--- config.mk ---
export PLATFORM = sky130hd
export DESIGN_NAME = icdf_front
export DESIGN_NICKNAME = d
export VERILOG_FILES = /design/src/hw/rtl/icdf_pkg.sv /design/src/hw/rtl/icdf_front.sv
export SDC_FILE = /design/constraint.sdc
export NUM_CORES = 1
export LEC_CHECK = 0
export BUFFER_PORTS_ARGS = -buffer_cell sky130_fd_sc_hd__buf_2
export CAP_MARGIN = 25
export CORE_AREA = 2 2 92 94
export DETAILED_ROUTE_END_ITERATION = 8
export DIE_AREA = 0 0 94 96
export SETUP_SLACK_MARGIN = 0.5
export SYNTH_ARGS = -nofsm -noshare
export SYNTH_HDL_FRONTEND = slang
export SYNTH_SLANG_ARGS = --single-unit
export TNS_END_PERCENT = 10
--- constraint.sdc ---
create_clock -name i_clk -period 1.8 [get_ports i_clk]
set_input_delay 0.09 -clock i_clk [delete_from_list [all_inputs] [get_ports i_clk]]
set_output_delay 0.09 -clock i_clk [all_outputs]
set_load 0.03 [all_outputs]
--- src/hw/rtl/icdf_pkg.sv ---
package icdf_pkg;
    localparam int TableDepthDef = 1024;
    localparam int ValW   = 17;
    localparam int SmpW   = 28;
    localparam logic [ValW-1:0] OneQ16 = 17'h10000;

    localparam logic [1:0] CfgBins  = 2'd0;
    localparam logic [1:0] CfgLow   = 2'd1;
    localparam logic [1:0] CfgWidth = 2'd2;

    localparam logic KindLoad   = 1'b0;
    localparam logic KindSample = 1'b1;

    typedef struct packed {
        logic            kind;
        logic [9:0]      entry_index;
        logic [ValW-1:0] cumulative_value;
        logic [ValW-1:0] uniform_value;
    } t_in_item;

    typedef struct packed {
        logic signed [SmpW-1:0] sample_value;
        logic                   at_top_edge;
    } t_out_item;
endpackage

--- src/hw/rtl/icdf_front.sv ---
module icdf_front #(
    parameter int TableDepth = icdf_pkg::TableDepthDef
) (
    input  logic                i_clk,
    input  logic                i_rst_n,
    input  logic                i_start,
    output logic                o_busy,
    input  icdf_pkg::t_in_item  i_item,
    // queue toward the back part, loads and samples in arrival order
    output logic                o_q_valid,
    output logic                o_q_kind,
    output logic [$clog2(TableDepth)-1:0] o_q_idx,
    output logic [16:0]         o_q_val,
    input  logic                i_q_pop
);
    import icdf_pkg::*;
    localparam int AW = $clog2(TableDepth);

    // two-entry queue of transactions: kind, table index, value or saturated draw
    logic            r_q_kind [2];
    logic [AW-1:0]   r_q_idx [2];
    logic [ValW-1:0] r_q_val [2];
    logic [1:0]      r_cnt;
    logic            r_rd;
    logic            r_wr;
    logic            accept;
    logic            push;
    logic [ValW-1:0] sat_draw;
    logic            in_range;

    assign o_busy = (r_cnt == 2'd2);
    assign accept = i_start && !o_busy;
    assign sat_draw = (i_item.uniform_value > OneQ16) ? OneQ16 : i_item.uniform_value;

    // a load past the table is taken but dropped here
    assign in_range = ({7'd0, i_item.entry_index} < 17'(TableDepth));
    assign push = accept && ((i_item.kind == KindSample) || in_range);

    always_ff @(posedge i_clk) begin
        if (!i_rst_n) begin
            r_cnt <= '0;
            r_rd  <= 1'b0;
            r_wr  <= 1'b0;
        end else begin
            if (push) begin
                r_wr <= ~r_wr;
            end
            if (i_q_pop) begin
                r_rd <= ~r_rd;
            end
            r_cnt <= r_cnt + {1'b0, push} - {1'b0, i_q_pop};
        end
        if (push) begin
            r_q_kind[r_wr] <= i_item.kind;
            r_q_idx[r_wr]  <= AW'(i_item.entry_index);
            r_q_val[r_wr]  <= (i_item.kind == KindSample) ? sat_draw
                                                          : i_item.cumulative_value;
        end
    end

    assign o_q_valid = (r_cnt != 2'd0);
    assign o_q_kind  = r_q_kind[r_rd];
    assign o_q_idx   = r_q_idx[r_rd];
    assign o_q_val   = r_q_val[r_rd];
endmodule

# ---- After elaboration in Yosys (flattened, before gate mapping)
# Memory sizes are Yosys's and may differ from the RTL's. A register that Yosys moved wholly into a read port is not among the register bits.
# Cells that the tools add are included.
# Widths: inputs -> output; s select.
dict set report classes {
  bitwise 2
  reduce_logical 3
  n_addsub 2
  n_eq_ne 1
  muxes 10
  order_cmp 1
}
# op count
set op_table {}
lappend op_table {{$mux 17} 2}
lappend op_table {{$gt 17x17->1 const B} 1}
lappend op_table {{$mux 1} 8}
lappend op_table {{$add 2x1->2} 1}
lappend op_table {{$eq 2x2->1 const B} 1}
lappend op_table {{$not 1->1} 2}
lappend op_table {{$reduce_bool 2->1} 1}
lappend op_table {{$sub 2x1->2} 1}
lappend op_table {{$logic_and 1x1->1} 1}
lappend op_table {{$logic_not 1->1} 1}
dict set report word_totals {
  n_memories 3
  in_bits 49
  regBits 4
  out_inout_bits 30
  ram_bits 56
}
# memory words width read_ports rd_clocked_by_memory_dff wr line_no
set mem_list {}
lappend mem_list {r_q_val 2 17 1 1 1 icdf_front.sv:22} ;# logic [ValW-1:0] r_q_val [2];
lappend mem_list {r_q_idx 2 10 1 1 1 icdf_front.sv:21} ;# logic [AW-1:0] r_q_idx [2];
lappend mem_list {r_q_kind 2 1 1 1 1 icdf_front.sv:20} ;# logic r_q_kind [2];

# ---- Longest topological paths before layout
dict set report depth {
  depth_word 5
  ltp_mapped 8
  ltp_nobuf 8
}

# ---- Worst setup path after synthesis
# OpenSTA, ideal clock, no wires.
dict set report synth_path {
  kind {reg2reg}
  start {reg r_cnt[0]}
  end {mem r_q_idx[0][0] (netlist bit) (enable)}
  synth_period_minus_slack_ps 1898
  arrival_time_ps 1515
  path_slack_ps -98
  setup_ps 383
  stages_incl_launch_ff 5
  required_ps 1417
  path_cell_list {dfxtp_1 > nand2b_1 > inv_1 > or3_1 > inv_1}
}
dict set report synth_between {
  elab_chain_len 5
}
# element line_no
set synth_rtl {}
lappend synth_rtl {{from (decl)} icdf_front.sv:23} ;# logic [1:0] r_cnt;
lappend synth_rtl {{from (signal assigned)} icdf_front.sv:51} ;# r_cnt <= r_cnt + {1'b0, push} - {1'b0, i_q_pop};
lappend synth_rtl {{$eq 2x2->1} icdf_front.sv:31} ;# assign o_busy = (r_cnt == 2'd2);
lappend synth_rtl {{via o_busy} icdf_front.sv:7} ;# output logic o_busy,
lappend synth_rtl {{$logic_not 1->1} icdf_front.sv:32} ;# assign accept = i_start && !o_busy;
lappend synth_rtl {{$logic_and 1x1->1} icdf_front.sv:32}
lappend synth_rtl {{$mux 1} icdf_front.sv:53} ;# if (push) begin
lappend synth_rtl {{$mux 1 (not written as such)} icdf_front.sv:55} ;# r_q_idx[r_wr] <= AW'(i_item.entry_index);
lappend synth_rtl {{to (decl)} icdf_front.sv:21}
# The timed path passes the listed nets, and every way through them passes these cells.

# ---- Final worst setup path
dict set report layout_path {
  start {reg r_cnt[0]}
  end {mem r_q_val[0][6] (enable)}
}
dict set report layout_between {
  elab_chain_len 5
}
# element line_no
set layout_rtl {}
lappend layout_rtl {{$eq 2x2->1} icdf_front.sv:31}
lappend layout_rtl {{$logic_not 1->1} icdf_front.sv:32}
lappend layout_rtl {{$logic_and 1x1->1} icdf_front.sv:32}
lappend layout_rtl {{$mux 1} icdf_front.sv:53}
lappend layout_rtl {{$mux 1} icdf_front.sv:56} ;# r_q_val[r_wr] <= (i_item.kind == KindSample) ? sat_draw
lappend layout_rtl {{to (decl)} icdf_front.sv:22}
# Every way passes these cells.

==> flow_metrics.tcl <==
set metrics [dict create \
    area_delta_synth_final_pct 34.8 \
    layout_worst_path_cycle_share_pct 82.9 \
    drc 0 \
    rows 33 \
    nFillCells 740 \
    power.total_mw 3.91 \
    vias 1594 \
    fmax_ghz 0.670 \
    worst_pin_slew_ns 0.714 \
    via_per_inst 4.38 \
    hold_depth 2 \
    yosysWarnings 0 \
    start_kind "flop" \
    core-area_um2 8050 \
    clk_latency_ns 0.33 \
    hpwl_mm 3.58 \
    portBuffers 78 \
    netlist_top_cells_count "edfxtp_1, mux2_2, mux2i_1, nor2_2, nor2_1" \
    syn_avg_cell_area_um2 17.1 \
    synth_seq_area_share_pct 67.4 \
    cp-end-kind "flop" \
    grt_pass1_wl_mm 8.06 \
    min-delay-start "i_rst_n" \
    final_nets 307 \
    grt_pass1_vias 1642 \
    initial_core_util_pct 32.8 \
    route.final.wire_length_mm 5.25 \
    grt.overflow.total 0 \
    grtUsageTotal_pct 12.3 \
    cp_slowest_cell "or3_4" \
    slew_viol_final 0 \
    worst_ep_arrival_time_ns 1.51 \
    drt_first_iter_violations 49 \
    crit_type "reg -> reg" \
    pwr-share-clk_pct 23.9 \
    crit_cells 5 \
    cp-startpoint "r_cnt[0]" \
    syn_area_um2 2640 \
    hold_class "in -> reg" \
    ys.flop_type "edfxtp_1" \
    synthDominantCellAreaShare_pct 63.6 \
    grt_max_degree 29 \
    drive_above_1_share_pct 59.5 \
    cts_tree "built" \
    ys_seq_elements 61 \
    die_h_um 96 \
    p_sw_mw 1.19 \
    synth_edf_count 56 \
    syn-num-nets 206 \
    synthCells 155 \
    setup_viol 0 \
    swShare_pct 30.5 \
    powerDensity_nw_per_um2 1100 \
    clk_path_buf_depth 2 \
    io_pins 79 \
    rsz0062_at_grt "yes" \
    path_delay_family "simple AND/OR/NAND/NOR gates" \
    num_antenna_cells 0 \
    p_int_mw 2.72 \
    p_leak_nw 1.40 \
    r2r-start "r_cnt[0]" \
    slew-limit-headroom_pct 52.2 \
    ir_worst_vdd_uv 353 \
    worstPathCellList "nand2b_4 > inv_6 > or3_4 > clkinvlp_4 > buf_4" \
    synth_area_leader_cell "edfxtp_1" \
    yosysMostFrequentCell "edfxtp_1" \
    cts.sinks 61 \
    clock_skew_ns 0.00478 \
    power.share.sequential_pct 47.4 \
    die_x_um 94 \
    timing_hold_violations_final 0 \
    antenna_found_initial 1 \
    cpPeakStageDelay_ns 0.34 \
    wl_per_cell_um 14.4 \
    cts_made_buffers 9 \
    critical_path_buf_inv_count 3 \
    async_flop_share_pct 0 \
    whs_ns 0.0320 \
    comb_power_share_pct 28.7 \
    period_minus_slack_ns 1.49 \
    htreeDepth 3 \
    gp_congestion 0.706 \
    die_area_um2 9020 \
    cp.required_ns 1.82 \
    synth_area_leaders "edfxtp_1, mux2_2, mux2i_1, dfxtp_1, nor4_4" \
    clk_pin_slew_ns 0.06 \
    cap_violations 0 \
    status "finished clean" \
    synth_cell_type_count 24 \
    reg2regPathDepth 5 \
    setup_tns_ns 0 \
    crit_fanout 11 \
    ant_nets 0 \
    dr.pass1.iters 4 \
    cts-root-buf "clkbuf_8" \
]
-- layout make-up --
type                            instances  area (um^2)  area share [%]
Sequential cell                        61         1790            50.2
Multi-Input combinational cell         83          858            24.1
Timing Repair Buffer                   96          613            17.2
Tap cell                              105          131            3.69
Clock buffer                           10          128            3.58
Inverter                                5         27.5           0.772
Clock inverter                          4         17.5           0.492
-- registers in the layout, indices dropped and copies added, names as in the netlist, named ones only --
| register | cells |
|---|---|
| r_cnt | 2 |
| r_q_idx | 20 |
| r_q_kind | 2 |
| r_q_val | 34 |
| r_rd | 1 |
| r_wr | 1 |
-- layout by cell type, fill, tap and decap left out, types with 2 or more instances in the layout --
master	Yosys	routed
and2_1	4	4
buf_12	0	3
buf_2	4	78
buf_4	1	3
clkbuf_8	0	9
clkinv_1	0	2
clkinv_2	0	2
dfxtp_1	5	2
dfxtp_2	0	2
dlygate4sd3_1	0	10
edfxtp_1	56	56
ha_4	0	2
inv_1	5	2
mux2_2	28	28
mux2i_1	16	16
nor2_1	6	6
nor2_2	9	9
nor4_4	4	4
o21ai_0	2	2
-- kinds of logic after synthesis --
kind of cell / after synthesis / share of synthesized area [%]
flops: 61 / 67.4
compound gates: 4 / 1.70
fa+ha+maj: 2 / 0.946
buf+inv: 11 / 2.18
simple gates: 30 / 8.80
xor+xnor: 3 / 0.994
mux: 44 / 18.0
-- power groups by stage --
stage               sequential, mW  combinational [mW]  clock, mW
floorplan                     1.86               0.714          0
global placement              1.87                1.02          0
detailed placement            1.88                1.03          0
CTS                           1.85                1.09      0.972
global route                  1.87                1.21       1.04
finish                        1.85                1.12      0.932
-- metal layers --
metal / routed length (um) / vias up / track usage (%)
met1: 2260 / 731 / 13.8
met2: 2570 / 56 / 20.7
met5: 13 / - / 0
met4: 132 / 2 / 8.09
li1: - / 790 / -
met3: 265 / 15 / 3.29
-- stage by stage --
| step | area, um^2 | util [%] | std cells | worst slack, ns |
|---|---|---|---|---|
| 2_1_floorplan | 2670 | - | 155 | 0.282 |
| 3_3_place_gp | 3210 | 39.8 | 338 | 0.312 |
| 3_5_place_dp | 3210 | 39.8 | 338 | 0.261 |
| 4_1_cts | 3500 | 43.5 | 363 | 0.293 |
| 5_1_grt | 3560 | 44.3 | 364 | 0.263 |
| 6_report | 3560 | 44.3 | 364 | 0.308 |
-- what timing repair did --
| action | 4_1_cts | 5_1_grt |
|---|---|---|
| pin swaps | 3 | 5 |
| endpoints found under the setup margin | 58 | 59 |
| resized for setup | 9 | 9 |
| hold buffers | 10 | 0 |
| cloned | 0 | 1 |
| hold endpoints to repair | 20 | 0 |
| buffers inserted | 1 | 0 |
-- path summary, 6_finish.rpt --
path	slack, ns	end
max	0.31	r_q_val[0][6]
min	0.03	r_cnt[0]
max reg2reg	0.31	r_q_val[0][6]
min reg2reg	0.49	r_wr
Note: power is estimated with default switching activity, not from simulation.
