==> src/hw/rtl/icdf_pkg.sv <==
package icdf_pkg;
    localparam int TableDepthDef = 1024;
    localparam int ValW   = 17;
    localparam int SmpW   = 28;
    localparam logic [ValW-1:0] OneQ16 = 17'h10000;

    localparam logic [1:0] CfgBins  = 2'd0;
    localparam logic [1:0] CfgLow   = 2'd1;
    localparam logic [1:0] CfgWidth = 2'd2;

    localparam logic KindLoad   = 1'b0;
    localparam logic KindSample = 1'b1;

    typedef struct packed {
        logic            kind;
        logic [9:0]      entry_index;
        logic [ValW-1:0] cumulative_value;
        logic [ValW-1:0] uniform_value;
    } t_in_item;

    typedef struct packed {
        logic signed [SmpW-1:0] sample_value;
        logic                   at_top_edge;
    } t_out_item;
endpackage

==> src/hw/rtl/icdf_back.sv <==
module icdf_back #(
    parameter int TableDepth = icdf_pkg::TableDepthDef
) (
    input  logic                i_clk,
    input  logic                i_rst_n,
    input  logic                i_q_valid,
    input  logic                i_q_kind,
    input  logic [$clog2(TableDepth)-1:0] i_q_idx,
    input  logic [16:0]         i_q_val,
    output logic                o_q_pop,
    output logic                o_we,
    output logic [$clog2(TableDepth)-1:0] o_waddr,
    output logic [16:0]         o_wdata,
    output logic [$clog2(TableDepth)-1:0] o_raddr,
    input  logic [16:0]         i_rdata,
    input  logic [10:0]         i_bins,
    input  logic [23:0]         i_low,
    input  logic [15:0]         i_width,
    output logic                o_valid,
    output icdf_pkg::t_out_item o_item
);
    import icdf_pkg::*;
    localparam int AW = $clog2(TableDepth);
    localparam int NW = $clog2(TableDepth + 2) + 1;

    localparam logic [3:0] StIdle = 4'd0;
    localparam logic [3:0] StRd   = 4'd1;
    localparam logic [3:0] StCmp  = 4'd2;
    localparam logic [3:0] StRdLo = 4'd3;
    localparam logic [3:0] StGetLo= 4'd4;
    localparam logic [3:0] StGetHi= 4'd5;
    localparam logic [3:0] StDiv  = 4'd6;
    localparam logic [3:0] StMul  = 4'd7;
    localparam logic [3:0] StSum  = 4'd8;
    localparam logic [3:0] StOut  = 4'd9;

    logic [3:0]      r_st;
    logic [ValW-1:0] r_r;
    logic [NW-1:0]   r_n, r_above, r_below, r_ibin1;
    logic            r_top;
    logic [ValW-1:0] r_lo;
    logic [ValW:0]   r_den, r_rem;
    logic [ValW-1:0] r_frac;
    logic [4:0]      r_bit;
    logic [32:0]     r_prod;
    logic [SmpW-1:0] r_res;
    logic [NW-1:0]   mid;
    logic [NW-1:0]   n_sat;
    logic [ValW:0]   rem_sh;

    assign mid = NW'((r_above + r_below) >> 1);
    assign n_sat = (i_bins == 11'd0) ? NW'(1)
                 : ({{(NW > 11 ? NW-11 : 0){1'b0}}, i_bins} > NW'(TableDepth))
                   ? NW'(TableDepth) : NW'(i_bins);
    assign rem_sh = {r_rem[ValW-1:0], 1'b0};
    assign o_q_pop = (r_st == StIdle) && i_q_valid;

    // loads leave the queue in order and write the table
    assign o_we    = o_q_pop && (i_q_kind == KindLoad);
    assign o_waddr = i_q_idx;
    assign o_wdata = i_q_val;

    // table read address, sampled by the ram at the edge ending the state
    always_comb begin
        case (r_st)
            StRd:    o_raddr = AW'(mid - NW'(1));
            StRdLo:  o_raddr = (r_ibin1 == '0) ? AW'(0) : AW'(r_ibin1 - NW'(1));
            StGetLo: o_raddr = AW'(r_ibin1);
            default: o_raddr = '0;
        endcase
    end

    // sequencer: search, fetch bin edges, serial division, scale, add
    always_ff @(posedge i_clk) begin
        if (!i_rst_n) begin
            r_st    <= StIdle;
            o_valid <= 1'b0;
        end else begin
            o_valid <= 1'b0;
            case (r_st)
                StIdle: begin
                    if (i_q_valid && (i_q_kind == KindSample)) begin
                        r_r     <= i_q_val;
                        r_n     <= n_sat;
                        r_above <= n_sat + NW'(1);
                        r_below <= '0;
                        r_top   <= 1'b0;
                        r_st    <= StRd;
                    end
                end
                StRd: begin
                    if (r_above - r_below > NW'(1)) begin
                        r_st    <= StCmp;
                    end else begin
                        r_ibin1 <= r_below;
                        r_st    <= StRdLo;
                    end
                end
                StCmp: begin
                    // probe word for the address driven in StRd
                    if (r_r == i_rdata) begin
                        r_ibin1 <= mid;
                        r_st    <= StRdLo;
                    end else begin
                        if (r_r < i_rdata) r_above <= mid;
                        else               r_below <= mid;
                        r_st <= StRd;
                    end
                end
                StRdLo: begin
                    // r_ibin1 = ibin + 1 = bin index
                    if (r_ibin1 >= r_n) begin
                        r_top  <= 1'b1;
                        r_frac <= '0;
                        r_st   <= StMul;
                    end else begin
                        r_st    <= StGetLo;
                    end
                end
                StGetLo: begin
                    r_lo    <= (r_ibin1 == '0) ? '0 : i_rdata;
                    r_st    <= StGetHi;
                end
                StGetHi: begin
                    // hi arrives now
                    r_den <= {1'b0, i_rdata} - {1'b0, r_lo};
                    r_rem <= {1'b0, r_r} - {1'b0, r_lo};
                    r_bit <= 5'd16;
                    r_frac <= '0;
                    r_st  <= StDiv;
                    if (i_rdata == r_lo) begin
                        r_frac <= r_r;
                        r_st   <= StMul;
                    end else if (i_rdata < r_lo) begin
                        // negative step: positive quotient only if num also negative
                        if (r_r < r_lo) begin
                            if (r_lo - r_r >= r_lo - i_rdata) begin
                                r_frac <= OneQ16;
                                r_st   <= StMul;
                            end else begin
                                r_den <= {1'b0, r_lo} - {1'b0, i_rdata};
                                r_rem <= {1'b0, r_lo} - {1'b0, r_r};
                            end
                        end else begin
                            r_st <= StMul;
                        end
                    end else if (r_r < r_lo) begin
                        r_st <= StMul;
                    end else if (r_r - r_lo >= i_rdata - r_lo) begin
                        r_frac <= OneQ16;
                        r_st   <= StMul;
                    end
                end
                StDiv: begin
                    // restoring division, one quotient bit a cycle
                    if (rem_sh >= r_den) begin
                        r_rem  <= rem_sh - r_den;
                        r_frac <= {r_frac[ValW-2:0], 1'b1};
                    end else begin
                        r_rem  <= rem_sh;
                        r_frac <= {r_frac[ValW-2:0], 1'b0};
                    end
                    if (r_bit == 5'd1) r_st <= StMul;
                    r_bit <= r_bit - 5'd1;
                end
                StMul: begin
                    r_prod <= 33'({16'd0, i_width} * {16'd0, r_frac}) ;
                    r_st   <= StSum;
                end
                StSum: begin
                    // low + bin*w + offset, wrapped to output width
                    r_res <= SmpW'({{4{i_low[23]}}, i_low})
                           + SmpW'(r_ibin1) * SmpW'(i_width)
                           + (r_top ? '0 : SmpW'(r_prod >> 16));
                    r_st  <= StOut;
                end
                StOut: begin
                    o_valid <= 1'b1;
                    r_st    <= StIdle;
                end
                default: r_st <= StIdle;
            endcase
        end
    end

    assign o_item.sample_value = r_res;
    assign o_item.at_top_edge  = r_top;
endmodule

==> config.mk <==
export PLATFORM = sky130hd
export DESIGN_NAME = icdf_back
export DESIGN_NICKNAME = d
export VERILOG_FILES = /design/src/hw/rtl/icdf_pkg.sv /design/src/hw/rtl/icdf_back.sv
export SDC_FILE = /design/constraint.sdc
export NUM_CORES = 2
export LEC_CHECK = 0
export BUFFER_PORTS_ARGS = -buffer_cell sky130_fd_sc_hd__buf_2
export CAP_MARGIN = 0
export CORE_UTILIZATION = 30
export DETAILED_ROUTE_END_ITERATION = 7
export GPL_TIMING_DRIVEN = 1
export HOLD_SLACK_MARGIN = 0.06
export SYNTH_ARGS = -nofsm -noshare
export SYNTH_HDL_FRONTEND = slang
export SYNTH_SLANG_ARGS = --single-unit
==> constraint.sdc <==
create_clock -name i_clk -period 6.5 [get_ports i_clk]
set_input_delay 0.325 -clock i_clk [delete_from_list [all_inputs] [get_ports i_clk]]
set_output_delay 0.325 -clock i_clk [all_outputs]
set_load 0.005 [all_outputs]
Word-level counts from Yosys, hierarchy flattened:

Cells that the tools add are included.

* latch bits: 0
* input bits: 99
* register bits: 206
* bits in writable memories: 0
* output and inout bits: 69
* memories: 0
* memory bits (read-only): 0

* bitwise logic cells: 1
* eq/ne operators: 20
* shift-type cells: 0
* muxes and demuxes: 52
* reductions and logical operators: 23
* div/mod/pow operators: 0
* add/subtract/negate cells: 17
* $mul: 2
* magnitude comparators: 9

Operators by type and width (number)
* $mux 17: 13
* $sub 17x17->17: 7
* $mux 12: 8
* $mux 18: 4
* $pmux 12 s2: 3
* $lt 17x17->1: 3
* $pmux 17 s3: 1
* $pmux 4 s9: 1
* $sub 17x17->18: 2
* $eq 17x17->1: 2
* $ge 17x17->1: 2
* $pmux 17 s2: 1
* $mul 16x17->33: 1
* $pmux 10 s3: 1
* $add 28x17->28: 1
* $add 28x28->28: 1
* $mul 12x16->28: 1
* $mux 11: 2
* $mux 4: 5
* $sub 10x1->10 const B: 2
* $ge 18x18->1: 1
* $eq 4x3->1 const B: 4
* $ne 2x2->1 const B: 7
* $add 11x1->12 const B: 1
* other kinds (27): 50

Depth between registers and ports, before layout:

* depth after elaboration: 7
* depth in mapped cells: 25
* depth with buffers taken out: 23

Worst setup path before layout:

Ideal clock, no wire load.

* path type: reg2reg
* from: register r_ibin1[3]
* to: register r_res[26], data pin
* slack: -73 ps
* arrival: 6307 ps
* data required time: 6234 ps
* cell stages (with the launch flop): 25
* cell sequence: edfxtp_1 -> clkbuf_1 -> buf_1 -> nand2_1 -> fa_1 -> inv_1 -> fa_1 -> inv_1 -> fa_1 -> inv_1 -> fa_1 -> fa_1 -> inv_1 -> fa_1 -> inv_1 -> ha_1 -> a21oi_1 -> o211ai_1 -> a221oi_1 -> o21ai_0 -> a41oi_1 -> o21ai_0 -> a2111oi_0 -> nor3_1 -> xor2_1

* word-level cells in the longest chain between the ends: 3

RTL lines
* start: declaration: RTL line icdf_back.sv:39 `logic [NW-1:0] r_n, r_above, r_below, r_ibin1;`
* start signal: assignment: RTL line icdf_back.sv:95 `r_ibin1 <= r_below;`
* start signal: assignment: RTL line icdf_back.sv:102 `r_ibin1 <= mid;`
* $mul 12x16->28: RTL line icdf_back.sv:173 `+ SmpW'(r_ibin1) * SmpW'(i_width)`
* $add 28x28->28: RTL line icdf_back.sv:173
* $add 28x17->28: RTL line icdf_back.sv:174 `+ (r_top ? '0 : SmpW'(r_prod >> 16));`
* end signal: assignment: RTL line icdf_back.sv:172 `r_res <= SmpW'({{4{i_low[23]}}, i_low})`
* end: declaration: RTL line icdf_back.sv:46 `logic [SmpW-1:0] r_res;`

No other way between the ends.
A chain may end at the register's enable or synchronous reset.

Worst setup path after layout:

* from: register r_frac[5]
* to: register r_prod[29], data pin

* word-level cells in the longest chain between the ends: 1

RTL lines
* start: declaration: RTL line icdf_back.sv:43 `logic [ValW-1:0] r_frac;`
* start signal: assignment: RTL line icdf_back.sv:132 `r_frac <= r_r;`
* start signal: assignment: RTL line icdf_back.sv:138 `r_frac <= OneQ16;`
* start signal: assignment: RTL line icdf_back.sv:150 `r_frac <= OneQ16;`
* $mul 16x17->33: RTL line icdf_back.sv:167 `r_prod <= 33'({16'd0, i_width} * {16'd0, r_frac}) ;`
* end signal: assignment: RTL line icdf_back.sv:167
* end: declaration: RTL line icdf_back.sv:45 `logic [32:0] r_prod;`

No other way between the ends.

==> out/metrics.csv <==
metric;value;unit
final_nets;4285;
crit_slowest_cell;edfxtp_1;
grt_pass1_wl;128000;um
end_kind;flip-flop;
worst_pin_slew;1190;ps
yosysUniqueCellTypes;81;
grt-ovfl-total;0;
critPathTopFamily;adder cells;
reg2reg_slack;180;ps
first_global_vias;22948;
core;0.0990;mm2
drt_iter0_markers;1653;
worstHoldPathCells;3;
max-cap-violations;0;
yosysWarningCount;0;
cts_tree;built;
hp-class;input port to flip-flop;
dieHeight;319;um
reg2reg_depth;24;
drv_slew;0;
min_to;r_st[0];
drive_gt1_frac;0.123;
via_count;22906;
powerDensity;286;mW/mm2
r2r-end;r_prod[29];
dpl-instance-area;0.0329;mm2
ys.flop_type;edfxtp_1;
min_period;6320;ps
synthArstFlopShare;0;
crit_top_cell;fa_1;
grtUsageTotal;0.159;
leakagePower;0.0165;uW
syn2layout_area_growth;13.2;%
fin_skew;25.4;ps
cts_buffers;17;
wirelength;80500;um
die_w;319;um
path_clk_slew;90;ps
drt_first_pass_iters;6;
synth_top_area_frac;0.252;
setup.worst_path.start_class;flip-flop;
max_stage_delay;550;ps
ant_nets;0;
syn-num-nets;4109;
instances_no_fill;4739;
synth_area;0.0302;mm2
dieArea;0.102;mm2
setup_viol;0;
yosys.area.top_type;fa_1;
initial_core_util;0.305;
placed_cells;4674;
cp.arrival;6560;ps
maxSlewHeadroom;0.204;
clk_latency;510;ps
path_buf_inv;7;
status;complete, no violations;
vdd_ir_drop_max;0.255;mV
fin_crit_sh;0.972;
hpwl;66400;um
timing.fmax;158;MHz
ios;168;
required;6740;ps
rows;115;
root_buffer;clkbuf_16;
place.gp.congestion;0.889;
synth_area_leaders;fa_1 (25%), edfxtp_1 (18%), ha_1 (15%);
ctsLongestPathBuffers;2;
cts_max_level;4;
cts.sinks;187;
routedWlPerCell;17.0;um
r2r_start;r_frac[5];
hold_start;i_rst_n;
grt_antenna_before_repair;6;
drc;0;
total_power;9780;uW
synth-seq-cells;187;
ys_seq_area_frac;0.184;
numPortBuffers;147;
path_class;flip-flop to flip-flop;
path_cells;buf_6 -> and2_4 -> fa_1 -> inv_1 -> fa_1 -> inv_2 -> fa_1 -> fa_1 -> fa_1 -> inv_2 -> fa_1 -> inv_2 -> ha_4 -> nand4_1 -> o31ai_1 -> a31oi_1 -> buf_4 -> o211ai_1 -> buf_4 -> and4_4 -> o31ai_4 -> o21bai_2 -> a21oi_2 -> xnor2_1;
synthCells;3262;
utilization;0.345;
grt_start_max_net_pins;36;
cp_max_fo;5;
synth_edf_count;182;
final_hold_viol_count;0;
final_area;0.0342;mm2
synth.avg_cell_area;9.25;um2
vias_per_cell;4.83;
flip-flops by register name, indices dropped and copies added, names as in the netlist, 11 cells and up:
register  cells
r_lo         17
r_rem        17
r_below      11
r_n          11
r_den        18
r_ibin1      11
r_prod       17
r_res        28
r_above      12
r_frac       17
r_r          17
how the worst max path moves through the flow:
| stage | startpoint | depth (start not counted) | slack (ps) | endpoint |
|---|---|---|---|---|
| global placement | i_width[5] | 25 | -230 | r_res[26] |
| detailed placement | i_width[5] | 25 | -270 | r_res[26] |
| CTS | r_ibin1[0] | 24 | -20 | r_res[23] |
| floorplan | r_ibin1[4] | 22 | 20 | r_res[26] |
| global route | r_frac[7] | 25 | -10 | r_prod[24] |
| finish | r_frac[5] | 24 | 180 | r_prod[29] |
repair_timing:
| action | in CTS | in global routing |
|---|---|---|
| setup buffers | 3 | 12 |
| resized for setup | 10 | 64 |
| setup endpoints to repair | 9 | 15 |
| gates cloned | 0 | 1 |
| hold buffers | 17 | 0 |
| pin swaps | 3 | 44 |
| endpoints found under the hold margin | 17 | 0 |
placed cells by master, fill, tap and decap left out, types with 7 or more instances in the layout:
| master | synthesis | layout |
|---|---|---|
| buf_6 | 1 | 13 |
| and3_1 | 18 | 18 |
| dlygate4sd3_1 | 0 | 17 |
| nand3_1 | 30 | 30 |
| mux2_2 | 10 | 10 |
| fa_1 | 380 | 374 |
| xor2_1 | 54 | 53 |
| o211ai_1 | 9 | 9 |
| nand2_1 | 315 | 314 |
| nand4_1 | 21 | 21 |
| and2_4 | 0 | 9 |
| a31oi_1 | 15 | 14 |
| buf_2 | 9 | 148 |
| clkbuf_16 | 0 | 17 |
| mux2i_1 | 39 | 39 |
| ha_1 | 368 | 360 |
| o21bai_1 | 18 | 17 |
| ha_4 | 0 | 7 |
| inv_1 | 605 | 602 |
| o221ai_1 | 9 | 8 |
| nor2_1 | 113 | 109 |
| and2_1 | 236 | 227 |
| xnor2_1 | 88 | 88 |
| a22o_1 | 16 | 16 |
| a21oi_2 | 2 | 10 |
| a21o_1 | 73 | 73 |
| a21oi_1 | 139 | 131 |
| buf_4 | 33 | 142 |
| or3_1 | 10 | 10 |
| edfxtp_1 | 182 | 182 |
| o21a_1 | 21 | 21 |
| a211oi_1 | 13 | 12 |
| o21ai_0 | 92 | 87 |
| nor2b_1 | 31 | 31 |
| nor3_1 | 31 | 31 |
| nand2b_1 | 34 | 34 |
power by group:
group	switching [uW]	internal [uW]
Combinational	3740	3190
Sequential	45.7	1650
Clock	602	558
cells by family (layout without fill, tap and decap cells):
logic type | count (synthesis) | count (layout) | synth area share
xor+xnor | 142 | 142 | 0.0412
fa+ha+maj | 748 | 748 | 0.405
flops | 187 | 187 | 0.184
buf+inv | 774 | 963 | 0.102
mux | 49 | 49 | 0.0167
compound gates | 487 | 487 | 0.106
other cells | 1 | 2 | 0.000124
simple gates | 874 | 874 | 0.145
metal layers:
metal / vias to the layer above / global-route usage / part of all wire
met5: - / 0 / 0.00073
met4: 8 / 0.0310 / 0.013
met3: 61 / 0.0231 / 0.054
met2: 577 / 0.240 / 0.44
met1: 11409 / 0.239 / 0.50
li1: 10851 / - / -
synth_stat cells (6+ instances only):
cell type  count
o221ai_1       9
and2_1       236
a2111oi_0      8
buf_4         33
a221oi_1       7
nand4_1       21
a31oi_1       15
a21o_1        73
buf_2          9
nor4_1         6
and4_1         6
fa_1         380
mux2i_1       39
ha_1         368
and3_1        18
nor2_1       113
xnor2_1       88
o21ai_0       92
nor2b_1       31
o31ai_1        8
o21bai_1      18
nand2b_1      34
a22o_1        16
mux2_2        10
xor2_1        54
o211ai_1       9
o21a_1        21
nor3_1        31
edfxtp_1     182
a211oi_1      13
nand3_1       30
or3_1         10
inv_1        605
clkbuf_1     121
a21oi_1      139
nand2_1      315
stage by stage:
stage / hold slack [ps] / setup TNS (ps) / setup WS (ps)
finish: 145 / 0 / 183
global route: 131 / -31.8 / -12.3
CTS: 94.0 / -17.0 / -17.0
detailed placement: 515 / -806 / -266
global placement: 513 / -356 / -234
floorplan: 424 / 0 / 16.3
layout make-up:
type	count	area (um2)
Tap cell	1287	1610
Sequential cell	187	5570
Timing Repair Buffer	325	2220
Antenna cell	1	2.50
Inverter	606	2270
Clock buffer	17	425
Clock inverter	15	198
Multi-Input combinational cell	2301	21900
Fill cell	10159	64800
worst reg2reg max path, stage by stage, from the launching register on:
cell and delay, ps:
edfxtp_1 550, buf_6 200, and2_4 130, fa_1 470, inv_1 50, fa_1 550
inv_2 50, fa_1 520, fa_1 440, fa_1 500, inv_2 40, fa_1 520
inv_2 50, ha_4 260, nand4_1 110, o31ai_1 250, a31oi_1 80, buf_4 170
o211ai_1 180, buf_4 160, and4_4 290, o31ai_4 80, o21bai_2 210, a21oi_2 80
xnor2_1 120
(Power assumes the default switching activity.)
